$ cat src/rtl/fcp_pkg.sv
`default_nettype none

package fcp_pkg;

  localparam int VEC_W           = 32;
  localparam int MU_W            = 16;
  localparam int COH_W           = 31;
  localparam int NS_W            = VEC_W + 1;
  localparam int SQ_W            = 2 * VEC_W;
  localparam int ROOT_W          = VEC_W;
  localparam int DEN_W           = 33;
  localparam int NUM_W           = 62;
  localparam int QUO_W           = 34;
  localparam int DIV_LANES       = 4;
  localparam int FRAC_SH         = 14;
  localparam int DIR_SH          = 28;
  localparam int SUM_W           = 41;
  localparam int QUEUE_DEPTH_DEF = 4;

  localparam logic [DEN_W-1:0] ONE_Q28 = DEN_W'(1) << DIR_SH;

  // divider lanes
  localparam int LANE_G1 = 0;
  localparam int LANE_G2 = 1;
  localparam int LANE_DX = 2;
  localparam int LANE_DY = 3;

  localparam logic signed [SUM_W-1:0] SAT_HI = SUM_W'(32'sh7fffffff);
  localparam logic signed [SUM_W-1:0] SAT_LO = SUM_W'(32'sh80000000);

  typedef struct packed {
    logic signed [VEC_W-1:0] s_tangent_x;
    logic signed [VEC_W-1:0] s_tangent_y;
    logic signed [VEC_W-1:0] s_normal;
    logic [MU_W-1:0]         friction;
    logic [COH_W-1:0]        cohesion;
  } fcp_in_t;

  typedef struct packed {
    logic signed [VEC_W-1:0] r_tangent_x;
    logic signed [VEC_W-1:0] r_tangent_y;
    logic signed [VEC_W-1:0] r_normal;
  } fcp_out_t;

  typedef struct packed {
    logic signed [VEC_W-1:0] tx;
    logic signed [VEC_W-1:0] ty;
    logic signed [VEC_W-1:0] nn;
    logic [MU_W-1:0]         mu;
    logic signed [NS_W-1:0]  ns;
    logic [VEC_W-1:0]        ax;
    logic [VEC_W-1:0]        ay;
    logic                    tzero;
  } fcp_work_t;

  typedef struct packed {
    logic signed [VEC_W-1:0] tx;
    logic signed [VEC_W-1:0] ty;
    logic signed [VEC_W-1:0] nn;
    logic [MU_W-1:0]         mu;
    logic                    tzero;
  } fcp_tail_t;

  typedef logic [NUM_W-1:0] fcp_num_t;
  typedef logic [DEN_W-1:0] fcp_den_t;
  typedef logic [QUO_W-1:0] fcp_quo_t;

  function automatic logic [VEC_W-1:0] sat_vec(input logic signed [SUM_W-1:0] v);
    logic [VEC_W-1:0] r;
    if (v > SAT_HI) begin
      r = SAT_HI[VEC_W-1:0];
    end else if (v < SAT_LO) begin
      r = SAT_LO[VEC_W-1:0];
    end else begin
      r = v[VEC_W-1:0];
    end
    return r;
  endfunction

endpackage

`default_nettype wire

$ cat src/rtl/fcp_queue.sv
`default_nettype none

module fcp_queue #(
  parameter int DEPTH = fcp_pkg::QUEUE_DEPTH_DEF
) (
  input  logic                clk,
  input  logic                rst_n,
  input  logic                push_valid,
  output logic                full,
  input  fcp_pkg::fcp_work_t  push_data,
  input  logic                pop_req,
  output logic                empty,
  output fcp_pkg::fcp_work_t  pop_data
);
  import fcp_pkg::*;

  localparam int PTR_W = (DEPTH > 1) ? $clog2(DEPTH) : 1;
  localparam int CNT_W = $clog2(DEPTH + 1);

  fcp_work_t        mem [DEPTH];
  logic [PTR_W-1:0] wr_ptr_r, wr_ptr_nxt;
  logic [PTR_W-1:0] rd_ptr_r, rd_ptr_nxt;
  logic [CNT_W-1:0] count_r, count_nxt;
  logic             push, pop;

  function automatic logic [PTR_W-1:0] ptr_inc(input logic [PTR_W-1:0] p);
    return (p == PTR_W'(DEPTH - 1)) ? '0 : p + 1'b1;
  endfunction

  assign full  = count_r == CNT_W'(DEPTH);
  assign empty = count_r == '0;
  assign push  = push_valid && !full;
  assign pop   = pop_req && !empty;

  always_comb begin
    wr_ptr_nxt = push ? ptr_inc(wr_ptr_r) : wr_ptr_r;
    rd_ptr_nxt = pop ? ptr_inc(rd_ptr_r) : rd_ptr_r;
    count_nxt  = count_r;
    if (push && !pop) begin
      count_nxt = count_r + 1'b1;
    end else if (pop && !push) begin
      count_nxt = count_r - 1'b1;
    end
  end

  always_ff @(posedge clk) begin
    if (!rst_n) begin
      wr_ptr_r <= '0;
      rd_ptr_r <= '0;
      count_r  <= '0;
    end else begin
      wr_ptr_r <= wr_ptr_nxt;
      rd_ptr_r <= rd_ptr_nxt;
      count_r  <= count_nxt;
    end
  end

  always_ff @(posedge clk) begin
    if (push) begin
      mem[wr_ptr_r] <= push_data;
    end
  end

  assign pop_data = mem[rd_ptr_r];

  a_count_bound: assert property (@(posedge clk) disable iff (!rst_n)
    count_r <= CNT_W'(DEPTH))
    else $error("queue count beyond depth");

  a_ptr_meet: assert property (@(posedge clk) disable iff (!rst_n)
    (empty || full) |-> (wr_ptr_r == rd_ptr_r))
    else $error("queue pointers disagree with count");

endmodule

`default_nettype wire

$ cat config.mk
export PLATFORM = sky130hd
export DESIGN_NAME = fcp_queue
export DESIGN_NICKNAME = d
export VERILOG_FILES = /design/src/rtl/fcp_pkg.sv /design/src/rtl/fcp_queue.sv
export SDC_FILE = /design/constraint.sdc
export NUM_CORES = 1
export LEC_CHECK = 0
export BUFFER_PORTS_ARGS = -buffer_cell sky130_fd_sc_hd__buf_4
export CAP_MARGIN = 25
export CORE_ASPECT_RATIO = 0.9
export CORE_MARGIN = 2
export CORE_UTILIZATION = 40
export CTS_CLUSTER_DIAMETER = 100
export DETAILED_ROUTE_END_ITERATION = 8
export GPL_ROUTABILITY_DRIVEN = 0
export PLACE_DENSITY = 0.6
export REMOVE_ABC_BUFFERS = 1
export SLEW_MARGIN = 40
export SYNTH_ARGS = -nofsm -noshare
export SYNTH_HDL_FRONTEND = slang
export SYNTH_SLANG_ARGS = --single-unit
$ cat constraint.sdc
create_clock -name clk -period 9.65 [get_ports clk]
set_input_delay 1.93 -clock clk [delete_from_list [all_inputs] [get_ports clk]]
set_output_delay 1.93 -clock clk [all_outputs]
set_load 0.01 [all_outputs]
==> results.json <==
{
  "worst_pin_slew_ns": 0.876,
  "grt_max_degree": 107,
  "drc": 0,
  "avgSynthCellArea_um2": 27.0,
  "cts_made_buffers": 89,
  "drt-total-wl_mm": 62.9,
  "rsz0062_at_grt": "no",
  "cts-htree-levels": 3,
  "design.core.area_um2": 76500,
  "dp.final_hpwl_mm": 38.0,
  "netSwitchingPower_mw": 2.65,
  "maxSlewHeadroom_pct": 41.6,
  "crit_type": "flip-flop to output port",
  "min-delay-start": "wr_ptr_r[1]$_SDFFE_PN0P_",
  "reg2regPathDepth": 5,
  "dieArea_um2": 79700,
  "startpoint_type": "flip-flop",
  "first_iter_violations": 792,
  "area_growth_pct": 23.8,
  "vdd_drop_max_uv": 185,
  "port_buffers": 425,
  "clock_skew_ns": 0.0288,
  "crit_path_end_kind": "output port",
  "postCtsResizedCells": 0,
  "internal_power_mw": 7.79,
  "grt_pass1_vias": 14500,
  "globalRouteTotalUtil_pct": 15.6,
  "r2r_start": "count_r[0]$_SDFFE_PN0P_",
  "synth_area_um2": 31000,
  "min_to": "wr_ptr_r[1]$_SDFFE_PN0P_",
  "post_cts_buffers": 0,
  "r2r_slack_ns": 6.80,
  "insertion_delay_ns": 0.63,
  "finalSetupViolCount": 0,
  "grt_pass1_wl_mm": 92.5,
  "clkPwrFrac_pct": 33.0,
  "r2r-end": "mem[1][198]$_DFFE_PP_",
  "start_util_pct": 40.5,
  "drtPass1Iterations": 5,
  "p_seq_share_pct": 44.0,
  "slew_viol_final": 0,
  "worstHoldPathType": "flip-flop to flip-flop",
  "path_max_fanout": 58,
  "vias": 13700,
  "via_per_inst": 5.01,
  "fin_tns_setup_ns": 0,
  "gr-total-overflow": 0,
  "wire_per_inst_um": 23.0,
  "swShare_pct": 25.4,
  "hold_viol": 0,
  "maxCapViolations": 0,
  "pwr-share-comb_pct": 22.9,
  "die_y_um": 268,
  "fillers": 6072,
  "die_w_um": 297,
  "post-place-ws_ns": 5.19,
  "layout_min_cycle_time_ns": 5.02,
  "path_clk_slew_ns": 0.06,
  "powerDensity_nw_per_um2": 272,
  "status": "finished clean",
  "synth.distinct_cells": 25,
  "final_layout_size_suffix_gt1_share_pct": 46.8,
  "io_pins": 426,
  "fmax_ghz": 0.199,
  "finalCritPeriodShare_pct": 52.0,
  "yosysSeqAreaShare_pct": 82.0,
  "synth_seq_cells": 849,
  "cellLeakagePower_nw": 12.7,
  "antenna_found_initial": 5,
  "hold_depth": 2,
  "cts_tree": "yes",
  "cts-root-buf": "clkbuf_16",
  "required_ns": 7.72,
  "ys_warn_count": 0,
  "arrival_ns": 3.09,
  "antenna_left": 0,
  "postCtsHoldBufs": 0,
  "postLayoutSetupSlackWorst_ns": 4.63,
  "cts_buffer_depth": 3,
  "placementRows": 96,
  "cts_sinks": 849,
  "nets": 1862,
  "netlist_instances": 1148
}
## cell families after synthesis
kind of cell             Yosys count  share of synthesized area, %
AO/OA/AOI/OAI                      5                        0.0969
XOR/XNOR                           2                        0.0565
adder cells (fa/ha/maj)            7                         0.307
buffers and inverters             52                          1.90
flip-flops                       849                          82.0
multiplexers                     213                          15.4
AND/OR/NAND/NOR                   20                         0.331
## cell usage after synthesis, drive strengths merged
master | n | area (um^2)
a21boi | 1 | 7.51
and2 | 5 | 31.3
buf | 44 | 559
clkbuf | 5 | 18.8
dfxtp | 9 | 180
edfxtp | 840 | 25200
fa | 1 | 20.0
ha | 6 | 75.1
inv | 3 | 11.3
mux2i | 3 | 30.0
mux4 | 210 | 4730
nand2 | 6 | 22.5
nand3 | 2 | 10.0
nor2 | 2 | 7.51
nor2b | 2 | 12.5
nor3 | 1 | 5.00
nor3b | 1 | 7.51
o21ai | 3 | 15.0
o31ai | 1 | 7.51
or3 | 1 | 6.26
xnor2 | 1 | 8.76
xor2 | 1 | 8.76
## through the flow
step / hold WS [ns] / cell area, um^2 / utilization, % / instances / total power [mW]
after global placement: 0.482 / 35100 / 45.9 / 2566 / 7.07
after CTS: 0.508 / 38400 / 50.1 / 2737 / 10.6
final: 0.499 / 38400 / 50.1 / 2739 / 10.4
after floorplan: 0.468 / 30400 / - / 1099 / 6.25
after detailed placement: 0.499 / 35400 / 46.2 / 2579 / 7.15
after global routing: 0.525 / 38400 / 50.1 / 2737 / 10.9
## sequential cells by signal, summed over array words and instances (netlist names), named ones only
name,count
wr_ptr_r,2
rd_ptr_r,2
mem,840
count_r,3
## routing by layer
layer	global-route usage, %	part of all wire [%]
met1	20.6	41
met2	25.3	50
met3	4.73	7.1
met4	4.42	2.1
met5	0	0.041
## critical path, cell delays in order, from the launching register on
cell,delay [ns]
dfxtp_4,0.67
buf_12,0.43
buf_16,0.39
mux4_2,0.59
buf_4,0.16
## placed cells by master, fill, tap and decap left out, types with 5 or more instances in the layout
| master | netlist | layout |
|---|---|---|
| buf_12 | 22 | 17 |
| buf_4 | 1 | 428 |
| bufinv_16 | 0 | 14 |
| clkbuf_1 | 5 | 15 |
| clkbuf_16 | 0 | 89 |
| clkinv_1 | 0 | 11 |
| clkinv_2 | 0 | 16 |
| clkinvlp_4 | 0 | 5 |
| dfxtp_1 | 9 | 7 |
| edfxtp_1 | 840 | 840 |
| ha_1 | 6 | 6 |
| mux4_2 | 210 | 210 |
| nand2_1 | 6 | 6 |
## final cells by class
| class | instances | area [um^2] | share of cell area (%) |
|---|---|---|---|
| timing repair buffer | 451 | 3650 | 9.52 |
| inverter | 3 | 11.3 | 0.0293 |
| antenna | 2 | 5.00 | 0.0130 |
| multi-input combinational | 247 | 5010 | 13.1 |
| sequential | 849 | 25400 | 66.2 |
| tap | 1029 | 1290 | 3.36 |
| clock buffer | 104 | 2280 | 5.95 |
| clock inverter | 54 | 701 | 1.83 |
## power groups by stage
stage               Combinational (mW)  Clock, mW  Sequential [mW]
floorplan                         1.36          0             4.90
global placement                  2.37          0             4.70
detailed placement                2.46          0             4.68
CTS                               2.47       3.54             4.61
global route                      2.57       3.68             4.63
finish                            2.40       3.45             4.60
## how the worst max path moves through the flow
stage	startpoint	endpoint	slack [ns]	depth (start not counted)
after global routing	flip-flop	pop_data[105]	4.34	4
after CTS	flip-flop	pop_data[171]	4.50	4
after global placement	push_valid	mem[2][5]$_DFFE_PP_	4.83	4
after detailed placement	flip-flop	pop_data[171]	5.19	4
after floorplan	flip-flop	pop_data[0]	-1.72	1
final	flip-flop	pop_data[105]	4.63	4
(Power assumes the default switching activity.)
