[config.mk]
export PLATFORM = sky130hd
export DESIGN_NAME = fcp_front
export DESIGN_NICKNAME = d
export VERILOG_FILES = /design/src/rtl/fcp_pkg.sv /design/src/rtl/fcp_front.sv
export SDC_FILE = /design/constraint.sdc
export NUM_CORES = 1
export LEC_CHECK = 0
export BUFFER_PORTS_ARGS = -buffer_cell sky130_fd_sc_hd__buf_4
export CORE_MARGIN = 5
export CORE_UTILIZATION = 53
export DETAILED_ROUTE_END_ITERATION = 16
export HOLD_SLACK_MARGIN = 0.05
export PLACE_DENSITY_LB_ADDON = 0.12
export SLEW_MARGIN = 0
export SYNTH_ARGS = -nofsm -noshare
export SYNTH_HDL_FRONTEND = slang
export SYNTH_SLANG_ARGS = --single-unit
[constraint.sdc]
create_clock -name clk -period 15.91 [get_ports clk]
set_clock_uncertainty 0.2 [all_clocks]
set_input_delay 0.7955 -clock clk [delete_from_list [all_inputs] [get_ports clk]]
set_output_delay 0.7955 -clock clk [all_outputs]
set_load 0.05 [all_outputs]
[src/rtl/fcp_pkg.sv]
`default_nettype none

package fcp_pkg;

  localparam int VEC_W           = 32;
  localparam int MU_W            = 16;
  localparam int COH_W           = 31;
  localparam int NS_W            = VEC_W + 1;
  localparam int SQ_W            = 2 * VEC_W;
  localparam int ROOT_W          = VEC_W;
  localparam int DEN_W           = 33;
  localparam int NUM_W           = 62;
  localparam int QUO_W           = 34;
  localparam int DIV_LANES       = 4;
  localparam int FRAC_SH         = 14;
  localparam int DIR_SH          = 28;
  localparam int SUM_W           = 41;
  localparam int QUEUE_DEPTH_DEF = 4;

  localparam logic [DEN_W-1:0] ONE_Q28 = DEN_W'(1) << DIR_SH;

  // divider lanes
  localparam int LANE_G1 = 0;
  localparam int LANE_G2 = 1;
  localparam int LANE_DX = 2;
  localparam int LANE_DY = 3;

  localparam logic signed [SUM_W-1:0] SAT_HI = SUM_W'(32'sh7fffffff);
  localparam logic signed [SUM_W-1:0] SAT_LO = SUM_W'(32'sh80000000);

  typedef struct packed {
    logic signed [VEC_W-1:0] s_tangent_x;
    logic signed [VEC_W-1:0] s_tangent_y;
    logic signed [VEC_W-1:0] s_normal;
    logic [MU_W-1:0]         friction;
    logic [COH_W-1:0]        cohesion;
  } fcp_in_t;

  typedef struct packed {
    logic signed [VEC_W-1:0] r_tangent_x;
    logic signed [VEC_W-1:0] r_tangent_y;
    logic signed [VEC_W-1:0] r_normal;
  } fcp_out_t;

  typedef struct packed {
    logic signed [VEC_W-1:0] tx;
    logic signed [VEC_W-1:0] ty;
    logic signed [VEC_W-1:0] nn;
    logic [MU_W-1:0]         mu;
    logic signed [NS_W-1:0]  ns;
    logic [VEC_W-1:0]        ax;
    logic [VEC_W-1:0]        ay;
    logic                    tzero;
  } fcp_work_t;

  typedef struct packed {
    logic signed [VEC_W-1:0] tx;
    logic signed [VEC_W-1:0] ty;
    logic signed [VEC_W-1:0] nn;
    logic [MU_W-1:0]         mu;
    logic                    tzero;
  } fcp_tail_t;

  typedef logic [NUM_W-1:0] fcp_num_t;
  typedef logic [DEN_W-1:0] fcp_den_t;
  typedef logic [QUO_W-1:0] fcp_quo_t;

  function automatic logic [VEC_W-1:0] sat_vec(input logic signed [SUM_W-1:0] v);
    logic [VEC_W-1:0] r;
    if (v > SAT_HI) begin
      r = SAT_HI[VEC_W-1:0];
    end else if (v < SAT_LO) begin
      r = SAT_LO[VEC_W-1:0];
    end else begin
      r = v[VEC_W-1:0];
    end
    return r;
  endfunction

endpackage

`default_nettype wire

[src/rtl/fcp_front.sv]
`default_nettype none

module fcp_front (
  input  logic                clk,
  input  logic                rst_n,
  input  logic                in_valid,
  output logic                in_stall,
  input  fcp_pkg::fcp_in_t    in_data,
  output logic                push_valid,
  input  logic                push_full,
  output fcp_pkg::fcp_work_t  push_data
);
  import fcp_pkg::*;

  logic      fr_valid_r, fr_valid_nxt;
  fcp_work_t fr_data_r, fr_data_nxt;
  logic      load;

  // hold the word while the queue is full
  assign in_stall = fr_valid_r && push_full;
  assign load     = !in_stall;

  always_comb begin
    fr_valid_nxt = fr_valid_r;
    fr_data_nxt  = fr_data_r;
    if (load) begin
      fr_valid_nxt      = in_valid;
      fr_data_nxt.tx    = in_data.s_tangent_x;
      fr_data_nxt.ty    = in_data.s_tangent_y;
      fr_data_nxt.nn    = in_data.s_normal;
      fr_data_nxt.mu    = in_data.friction;
      fr_data_nxt.ns    = NS_W'(in_data.s_normal) + NS_W'({1'b0, in_data.cohesion});
      fr_data_nxt.ax    = in_data.s_tangent_x[VEC_W-1] ?
                          (~$unsigned(in_data.s_tangent_x) + 1'b1) :
                          $unsigned(in_data.s_tangent_x);
      fr_data_nxt.ay    = in_data.s_tangent_y[VEC_W-1] ?
                          (~$unsigned(in_data.s_tangent_y) + 1'b1) :
                          $unsigned(in_data.s_tangent_y);
      fr_data_nxt.tzero = (in_data.s_tangent_x == '0) && (in_data.s_tangent_y == '0);
    end
  end

  always_ff @(posedge clk) begin
    if (!rst_n) begin
      fr_valid_r <= 1'b0;
    end else begin
      fr_valid_r <= fr_valid_nxt;
    end
    fr_data_r <= fr_data_nxt;
  end

  assign push_valid = fr_valid_r;
  assign push_data  = fr_data_r;

endmodule

`default_nettype wire

==> results of run 1 <==
sequential cells by signal, summed over array words and instances, names as in the netlist:
name        flops
push_valid      1
push_data     208
power groups by stage:
stage	Sequential (mW)	Combinational, mW	Clock [mW]
detailed placement	0.701	0.440	0
finish	0.690	0.438	0.504
CTS	0.690	0.441	0.514
global route	0.695	0.458	0.538
floorplan	0.903	0.0870	0
global placement	0.698	0.435	0
path summary, 6_finish.rpt:
path                              end  slack [ns]  depth (start not counted)
min reg2reg   push_data[45]$_DFFE_PN_        0.99                          1
min          push_data[107]$_DFFE_PN_        0.28                          1
max reg2reg   push_data[24]$_DFFE_PN_       13.38                          2
max           push_data[30]$_DFFE_PN_       12.54                          8
stage by stage:
| stage | utilization [%] | worst slack, ns | area (µm²) |
|---|---|---|---|
| 6_report | 74.90 | 12.54 | 12860 |
| 5_1_grt | 74.90 | 12.40 | 12860 |
| 4_1_cts | 74.90 | 12.56 | 12860 |
| 3_5_place_dp | 70.78 | 12.06 | 12160 |
| 3_3_place_gp | 70.78 | 12.10 | 12160 |
| 2_1_floorplan | - | 8.069 | 9244 |
final cells by class:
cell class | instances | share of cell area, %
Timing Repair Buffer | 360 | 21.01
Inverter | 15 | 0.4377
Clock inverter | 9 | 0.6905
Sequential cell | 209 | 48.71
Clock buffer | 32 | 4.814
Multi-Input combinational cell | 397 | 22.16
Tap cell | 225 | 2.188
placed cells by master (no fill, tap or decap), types with 4 or more instances in the layout:
cell type,netlist,routed
clkbuf_1,17,8
o41ai_1,7,7
xor2_1,8,8
nor3_1,7,7
o21a_1,4,4
a31oi_1,6,6
a21o_1,15,15
inv_1,15,15
or3_1,7,7
o21ai_0,37,37
or4_1,12,12
clkbuf_16,0,23
nand4_1,7,7
clkinv_1,0,5
and2_1,5,5
nand2b_1,8,8
buf_4,2,360
ha_1,33,33
nand3_1,13,13
nor2_1,23,23
xnor2_1,73,73
o31ai_1,15,15
a21oi_1,25,25
nand2_1,38,37
o21bai_1,4,4
edfxtp_1,208,208
cells by family after synthesis:
group           Yosys count
fa+ha+maj                34
simple gates            145
mux                       2
xor+xnor                 81
buf+inv                  34
compound gates          135
flops                   209
layer usage:
layer | global-route usage [%] | part of all wire, % | wire length [µm]
met2 | 43.35 | 52 | 13270
met1 | 26.38 | 35 | 8823
met5 | 0 | 0 | 0
met3 | 6.821 | 9.5 | 2401
met4 | 7.374 | 3.2 | 799
==> metrics.yaml, run 1 <==
netlist.top_cell.by_area: "edfxtp_1"
drive_gt1_share_pct: 39.04
period_needed_ns: 3.372
multi_input_area_um2: 2850
clk_pin_slew_ns: 0.06
grt_pass1_wl_um: 37140
min_period_over_period_pct: 21.19
crit_required_ns: 15.94
antenna_found_initial: 0
finalHoldViolCount: 0
globalRouteOverflowTotal: 0
final_antenna_net_count: 0
grt_pass1_vias: 6636
p_switching_uw: 522.0
seq_power_share_pct: 42.3
peakVddDrop_mv: 0.08626
hold_buffers: 0
netlist_area_um2: 9244
netlist_instances: 640
crit_slowest_cell: "or4_4"
synth_ff_type: "edfxtp_1"
crit_fanout: 5
p_clk_share_pct: 30.9
post_cts_buffers: 0
slew_headroom_pct: 32.71
critPathTopFamily: "simple AND/OR/NAND/NOR gates"
avgSynthCellArea_um2: 14.44
ios: 359
nFillCells: 1147
cts_sinks: 209
synthesis.nets: 821
cts_buffers: 23
gp_congestion: 0.8614
synth-async-reset-ratio_pct: 0
tightestPinTransition_ns: 1.009
maxSlewViolCount: 0
crit_type: "input pin to flip-flop"
antenna_cells: 0
muxShareOfSynthArea_pct: 0.2166
die_height_um: 142.1
swShare_pct: 31.98
clock-root-buffer: "clkbuf_16"
clk_latency_ns: 0.49
ys_seq_area_share_pct: 67.79
cts_max_level: 1
finalSetupTns_ns: 0
min_from: "in_data[40]"
pwr-share-comb_pct: 26.8
synthTopCellsByCount: "edfxtp_1 (208), xnor2_1 (73), nand2_1 (38)"
cts_resized: 0
synth.top_cell.area_share_pct: 67.57
whs_ns: 0.2816
max_freq_mhz: 296.6
synth_xor_xnor_area_share_pct: 7.675
yosysMostFrequentCell: "edfxtp_1"
via_count: 6737
r2r_start: "push_valid$_SDFFE_PN0N_"
power-per-cell-area_nw_per_um2: 126.9
p_int_mw: 1.111
drv_cap: 0
grt_use_total_pct: 23.59
hold_path.class: "input pin to flip-flop"
finalNonFillerCells: 1247
startpoint_type: "input pin"
port_buffers: 358
slowest_delay_ns: 0.54
hpwl_um: 19290
grt_start_max_net_pins: 81
dp_cells: 1206
synth_top_family_by_area: "compound AO/OA/AOI/OAI gates"
synth.area.top_cells: "edfxtp_1 (68%), xnor2_1 (6.9%), ha_1 (4.5%)"
worst-path-buf-inv: 1
dieArea_um2: 20180
seqCellArea_um2: 6266
vias_per_cell: 5.403
start_util_pct: 53.82
synth_cell_type_count: 56
setup_viol: 0
worstPathCellList: "buf_4, or4_4, or4_1, or3b_1, or2_1, or3_4, o41ai_2, xnor2_1"
yosys_register_bits: 209
status: "completed"
synthSimpleGateAreaFrac_pct: 8.500
yosys_warnings: 0
synth_edf_count: 208
rows: 48
die_w_um: 142.1
cts_tree: "yes"
cts_buffer_depth: 3
final_nets: 1187
wirelength_um: 25300
leakagePower_nw: 5.364
synth_adder_area_share_pct: 4.683
p_total_mw: 1.633
arrival_ns: 3.40
cp-end-kind: "flip-flop"
rsz0062_at_grt: "false"
syn2layout_area_growth_pct: 39.17
drt_iter0_drc: 394
drc: 0
synth-compound-area-share_pct: 9.678
critPathLaunch: "in_data[92]"
core_area_um2: 17180
drt-pass1-iter-count: 5
wl_per_cell_um: 20.29
(Power assumes the default switching activity.)
==> run 2, diff against run 1 <==
- CORE_UTILIZATION: 53 -> 44
- clock period: 15.91 -> 3 ns (I/O delays scaled with it)
==> run 2 against run 1 <==
- hold slack worse by 0.21 ns
- global-route usage down 2.0 points
- sequential power grew to 5.3 times the previous value
- first-iteration DRC count is 28% lower
- cell area increased by 14%
- largest cell class unchanged
- largest power group unchanged
==> metrics.yaml, run 2 (same netlist as run 1, synthesis figures left out) <==
nFillCells: 1442  # was 1,147
cts_buffer_depth: 3  # unchanged
drv_cap: 0  # unchanged
p_total_mw: 8.955  # was 1.633 mW
cts_sinks: 209  # unchanged
placed_area_um2: 12520  # was 12,160 µm²
clk_latency_ns: 0.51  # was 0.49 ns
drc: 0  # unchanged
gp_congestion: 0.8139  # was 0.8614
cts_tree: "yes"  # unchanged
hpwl_um: 19500  # was 19,290 µm
hold_path.class: "input pin to flip-flop"  # unchanged
core_area_um2: 20820  # was 17,180 µm²
tightestPinTransition_ns: 0.7132  # was 1.009 ns
crit_type: "input pin to flip-flop"  # unchanged
largest_reg_flops: 208  # unchanged
grt_start_max_net_pins: 90  # was 81
die_w_um: 154.9  # was 142.1 µm
final_nets: 1367  # was 1,187
period_needed_ns: 2.927
startpoint_type: "input pin"  # unchanged
maxSlewViolCount: 0  # unchanged
rsz0062_at_grt: "true"  # was false
clock-root-buffer: "clkbuf_16"  # unchanged
final_antenna_net_count: 0  # unchanged
drive_gt1_share_pct: 37.29  # was 39.04%
finalNonFillerCells: 1479  # was 1,247
port_buffers: 358  # unchanged
leakagePower_nw: 6.155  # was 5.364 nW
via_count: 7425  # was 6,737
final_cell_mix: "buf_4 (394), edfxtp_1 (208), dlygate4sd3_1 (143), xnor2_1 (73)"  # was buf_4 (360), edfxtp_1 (208), xnor2_1 (73), nand2_1 (37), o21ai_0 (37)
fin_util_pct: 70.72  # was 74.90%
syn2layout_area_growth_pct: 59.31  # was 39.17%
wirelength_um: 27370  # was 25,300 µm
slew_headroom_pct: 52.45  # was 32.71%
grt_use_total_pct: 21.59  # was 23.59%
clk_pin_slew_ns: 0.06  # about the same
cp-end-kind: "flip-flop"  # unchanged
power-per-cell-area_nw_per_um2: 608.1  # was 126.9 nW/µm²
grt_pass1_wl_um: 41160  # was 37,140 µm
finalHoldViolCount: 0  # unchanged
final_common_cell: "buf_4"  # unchanged
wl_per_cell_um: 18.51  # was 20.29 µm
start_util_pct: 44.39  # was 53.82%
max_freq_mhz: 341.6
drt_iter0_drc: 284  # was 394
rows: 53  # was 48
die_height_um: 154.9  # was 142.1 µm
cts_max_level: 1  # unchanged
antenna_cells: 0  # unchanged
crit_fanout: 4  # was 5
crit_required_ns: 3.14  # was 15.94 ns
peakVddDrop_mv: 0.4636  # was 0.08626 mV
ios: 359  # unchanged
min_period_over_period_pct: 97.57
arrival_ns: 3.07  # was 3.40 ns
drt-pass1-iter-count: 4  # was 5
setup_viol: 0  # unchanged
cts_buffers: 24  # was 23
antenna_found_initial: 0  # unchanged
status: "completed"  # unchanged
globalRouteOverflowTotal: 0  # unchanged
vias_per_cell: 5.020  # was 5.403
dp_cells: 1291  # was 1,206
design_area_um2: 14730  # was 12,860 µm²
grt_pass1_vias: 7546  # was 6,636
dieArea_um2: 24010  # was 20,180 µm²
==> run 2: critical path, cell delays in order <==
cell,delay [ns]
dlygate4sd3_1,0.54
buf_4,0.13
ha_1,0.33
a21o_1,0.16
nand3_1,0.14
a31oi_2,0.31
a41oi_1,0.23
nor2_1,0.15
o21ai_0,0.11
buf_4,0.16
or4_1,0.50
a22oi_1,0.16
==> run 2: timing repair <==
action                                  4_1_cts  5_1_grt
endpoints found under the hold margin       203        0
endpoints found under the setup margin        0        7
setup buffers                                 0        1
gates resized for setup                       0        8
hold buffers                                143        0
==> run 2: final cells by class <==
type	count	area, µm²	share of cell area (%)
Clock buffer	29	640.6	4.350
Timing Repair Buffer	539	4429	30.08
Clock inverter	15	103.9	0.7052
Tap cell	275	344.1	2.336
Multi-Input combinational cell	397	2887	19.60
Sequential cell	209	6266	42.55
Inverter	15	56.30	0.3823
==> run 2: worst paths after layout <==
path / start / endpoint / slack, ns / depth (start not counted)
hold / removal: in_data[28] / push_data[93]$_DFFE_PN_ / 0.07 / 3
setup reg to reg: push_valid$_SDFFE_PN0N_ / push_valid$_SDFFE_PN0N_ / 0.90 / 4
setup / recovery: in_data[2] / push_data[95]$_DFFE_PN_ / 0.07 / 12
hold reg to reg: push_valid$_SDFFE_PN0N_ / push_data[165]$_DFFE_PN_ / 0.93 / 1
==> run 2: report_power, final <==
part | total [mW] | leakage, nW | switching [mW] | internal, mW
Clock | 2.75 | 0.365 | 1.14 | 1.61
Combinational | 2.55 | 3.62 | 1.67 | 0.883
Sequential | 3.66 | 2.17 | 0.0865 | 3.57
==> run 2: layer usage <==
| metal | global-route usage [%] | wire [µm] |
|---|---|---|
| met4 | 5.635 | 656 |
| met2 | 41.56 | 14820 |
| met1 | 23.79 | 9687 |
| met3 | 4.896 | 2208 |
| met5 | 0 | 0 |
==> run 2: metrics by stage <==
step           TNS [ns]  setup WS (ns)  hold WS (ns)
2_1_floorplan         0        0.09092       0.04887
3_3_place_gp    -0.5135        -0.1322        0.1280
3_5_place_dp    -0.8370        -0.1864        0.1307
4_1_cts               0        0.01361       0.06282
5_1_grt        -0.07482       -0.06712       0.08821
6_report              0        0.07286       0.06821
==> run 3, diff against run 2 <==
- CORE_ASPECT_RATIO: unset -> 0.7
- clock period: 3 -> 2.41 ns (I/O delays scaled with it)
==> run 3 against run 2 <==
- the run now ends with negative setup slack left
- non-clock buffer count increased by 93
- sequential share of layout area down 2.7 points
- clock power rose by 12%
- hold slack worse by 0.0061 ns
- routed wire length rose by 2.6%
- count of clock-buffer cells in the layout is 2 lower
- global-route usage rose by 0.42 points
- highest routed layer unchanged
==> metrics.yaml, run 3 (same netlist as run 1, synthesis figures left out) <==
status: "finished with violations"  # was completed
violations: "negative setup slack"
arrival_ns: 2.57  # was 3.07 ns
crit_type: "input pin to flip-flop"  # unchanged
grt_pass1_vias: 7849  # was 7,546
dp_cells: 1369  # was 1,291
critPathTopFamily: "simple AND/OR/NAND/NOR gates"  # was compound AO/OA/AOI/OAI gates
maxSlewViolCount: 0  # unchanged
grt_use_total_pct: 22.01  # was 21.59%
gp_congestion: 0.8410  # was 0.8139
antenna_found_initial: 0  # unchanged
cts_buffer_depth: 3  # unchanged
crit_slowest_cell: "or4_4"  # was dlygate4sd3_1
start_util_pct: 44.66  # was 44.39%
period_needed_ns: 2.540
drc: 0  # unchanged
drt_iter0_drc: 371  # was 284
dieArea_um2: 24050  # was 24,010 µm²
cts_tree: "yes"  # unchanged
leakagePower_nw: 6.637  # was 6.155 nW
crit_fanout: 4  # unchanged
rows: 44  # was 53
core_area_um2: 20700  # was 20,820 µm²
worstPathCellList: "buf_6, or4_4, or4_4, or3b_4, or2_4, or3_4, o41ai_4, xnor2_1"  # was dlygate4sd3_1, buf_4, ha_1, a21o_1, nand3_1, a31oi_2, a41oi_1, nor2_1, o21ai_0, buf_4, or4_1, a22oi_1
hold_path.class: "input pin to flip-flop"  # unchanged
globalRouteOverflowTotal: 0  # unchanged
finalHoldViolCount: 0  # unchanged
final_common_cell: "buf_4"  # unchanged
finalNonFillerCells: 1567  # was 1,479
grt_start_max_net_pins: 53  # was 90
vias_per_cell: 5.012  # was 5.020
ios: 359  # unchanged
finalSetupTns_ns: -0.3743  # was 0 ns
wl_per_cell_um: 17.93  # was 18.51 µm
power-per-cell-area_nw_per_um2: 700.2  # was 608.1 nW/µm²
final_nets: 1458  # was 1,367
cp-end-kind: "flip-flop"  # unchanged
setup_viol: 6  # was 0
cts_buffers: 22  # was 24
peakVddDrop_mv: 0.5136  # was 0.4636 mV
cts_max_level: 1  # unchanged
drv_cap: 0  # unchanged
reg2reg_slack_ns: 0.43  # was 0.90 ns
slowest_delay_ns: 0.52  # was 0.54 ns
clock-root-buffer: "clkbuf_16"  # unchanged
die_height_um: 131.3  # was 154.9 µm
drive_gt1_share_pct: 43.84  # was 37.29%
worst-path-buf-inv: 1  # was 3
cts_sinks: 209  # unchanged
syn2layout_area_growth_pct: 70.18  # was 59.31%
wirelength_um: 28090  # was 27,370 µm
die_w_um: 183.2  # was 154.9 µm
port_buffers: 358  # unchanged
largest_reg_flops: 208  # unchanged
max_freq_mhz: 393.7
crit_required_ns: 2.44  # was 3.14 ns
hpwl_um: 19400  # was 19,500 µm
min_period_over_period_pct: 105.4
tightestPinTransition_ns: 0.4975  # was 0.7132 ns
slew_headroom_pct: 66.83  # was 52.45%
rsz0062_at_grt: "true"  # unchanged
setup_ws_ns: -0.1299  # was 0.07286 ns
clk_latency_ns: 0.49  # was 0.51 ns
antenna_cells: 0  # unchanged
cp_common_cell: "or4_4"  # was buf_4
startpoint_type: "input pin"  # unchanged
final_cell_mix: "buf_4 (474), edfxtp_1 (208), dlygate4sd3_1 (153), xnor2_1 (72), nand2_1 (35)"  # was buf_4 (394), edfxtp_1 (208), dlygate4sd3_1 (143), xnor2_1 (73)
drt-pass1-iter-count: 4  # unchanged
via_count: 7854  # was 7,425
grt_pass1_wl_um: 42840  # was 41,160 µm
final_antenna_net_count: 0  # unchanged
clk_pin_slew_ns: 0.06  # about the same
[run 3: repair_timing]
action                                 4_1_cts  5_1_grt
buffers inserted                             6        1
gates resized for setup                     12       40
hold buffers                               150        5
endpoints found under the hold margin      204        5
pin swaps                                    6       14
setup endpoints to repair                    9       33
cloned                                       0        0
[run 3: worst paths after layout]
path	start	to	depth (start not counted)
worst max-delay path	in_data[92]	push_data[30]$_DFFE_PN_	8
worst min-delay path	push_full	push_data[175]$_DFFE_PN_	2
worst max register to register	push_valid$_SDFFE_PN0N_	push_valid$_SDFFE_PN0N_	4
worst min register to register	push_valid$_SDFFE_PN0N_	push_data[175]$_DFFE_PN_	1
[run 3: metal layers]
metal	global-route usage, %	vias up	share of wire [%]
li1	-	3746	-
met1	28.59	3791	40
met2	37.69	265	50
met3	4.171	52	6.4
met4	6.658	0	3.1
met5	0	-	0
[run 3: stage by stage]
stage          hold slack [ns]  power [mW]  utilization (%)  setup WS, ns  cell area, µm²
2_1_floorplan          0.01937       6.531                -       -0.4696            9388
3_3_place_gp           0.09902       7.685            63.82       -0.6443           13210
3_5_place_dp           0.09979       7.713            63.82       -0.7122           13210
4_1_cts                0.05136       11.02            74.78       -0.1059           15480
5_1_grt                0.07477       11.44            76.00       -0.1605           15730
6_report               0.06214       11.01            76.00       -0.1299           15730
[run 3: cell type report]
cell class | instances | area (µm²)
fillers | 1340 | 4969
multi-input cells | 397 | 3248
inverters | 15 | 60.06
well taps | 276 | 345.3
flip-flops and latches | 209 | 6267
clock buffers | 27 | 590.6
clock inverters | 11 | 56.30
repair buffers | 632 | 5164
[run 3: report_power, final]
group	leakage, nW	total, mW	switching [mW]	internal (mW)
clock	0.310	3.07	1.33	1.73
sequential	2.17	4.55	0.109	4.44
combinational	4.16	3.39	2.13	1.26
total	6.64	11.0	3.57	7.44
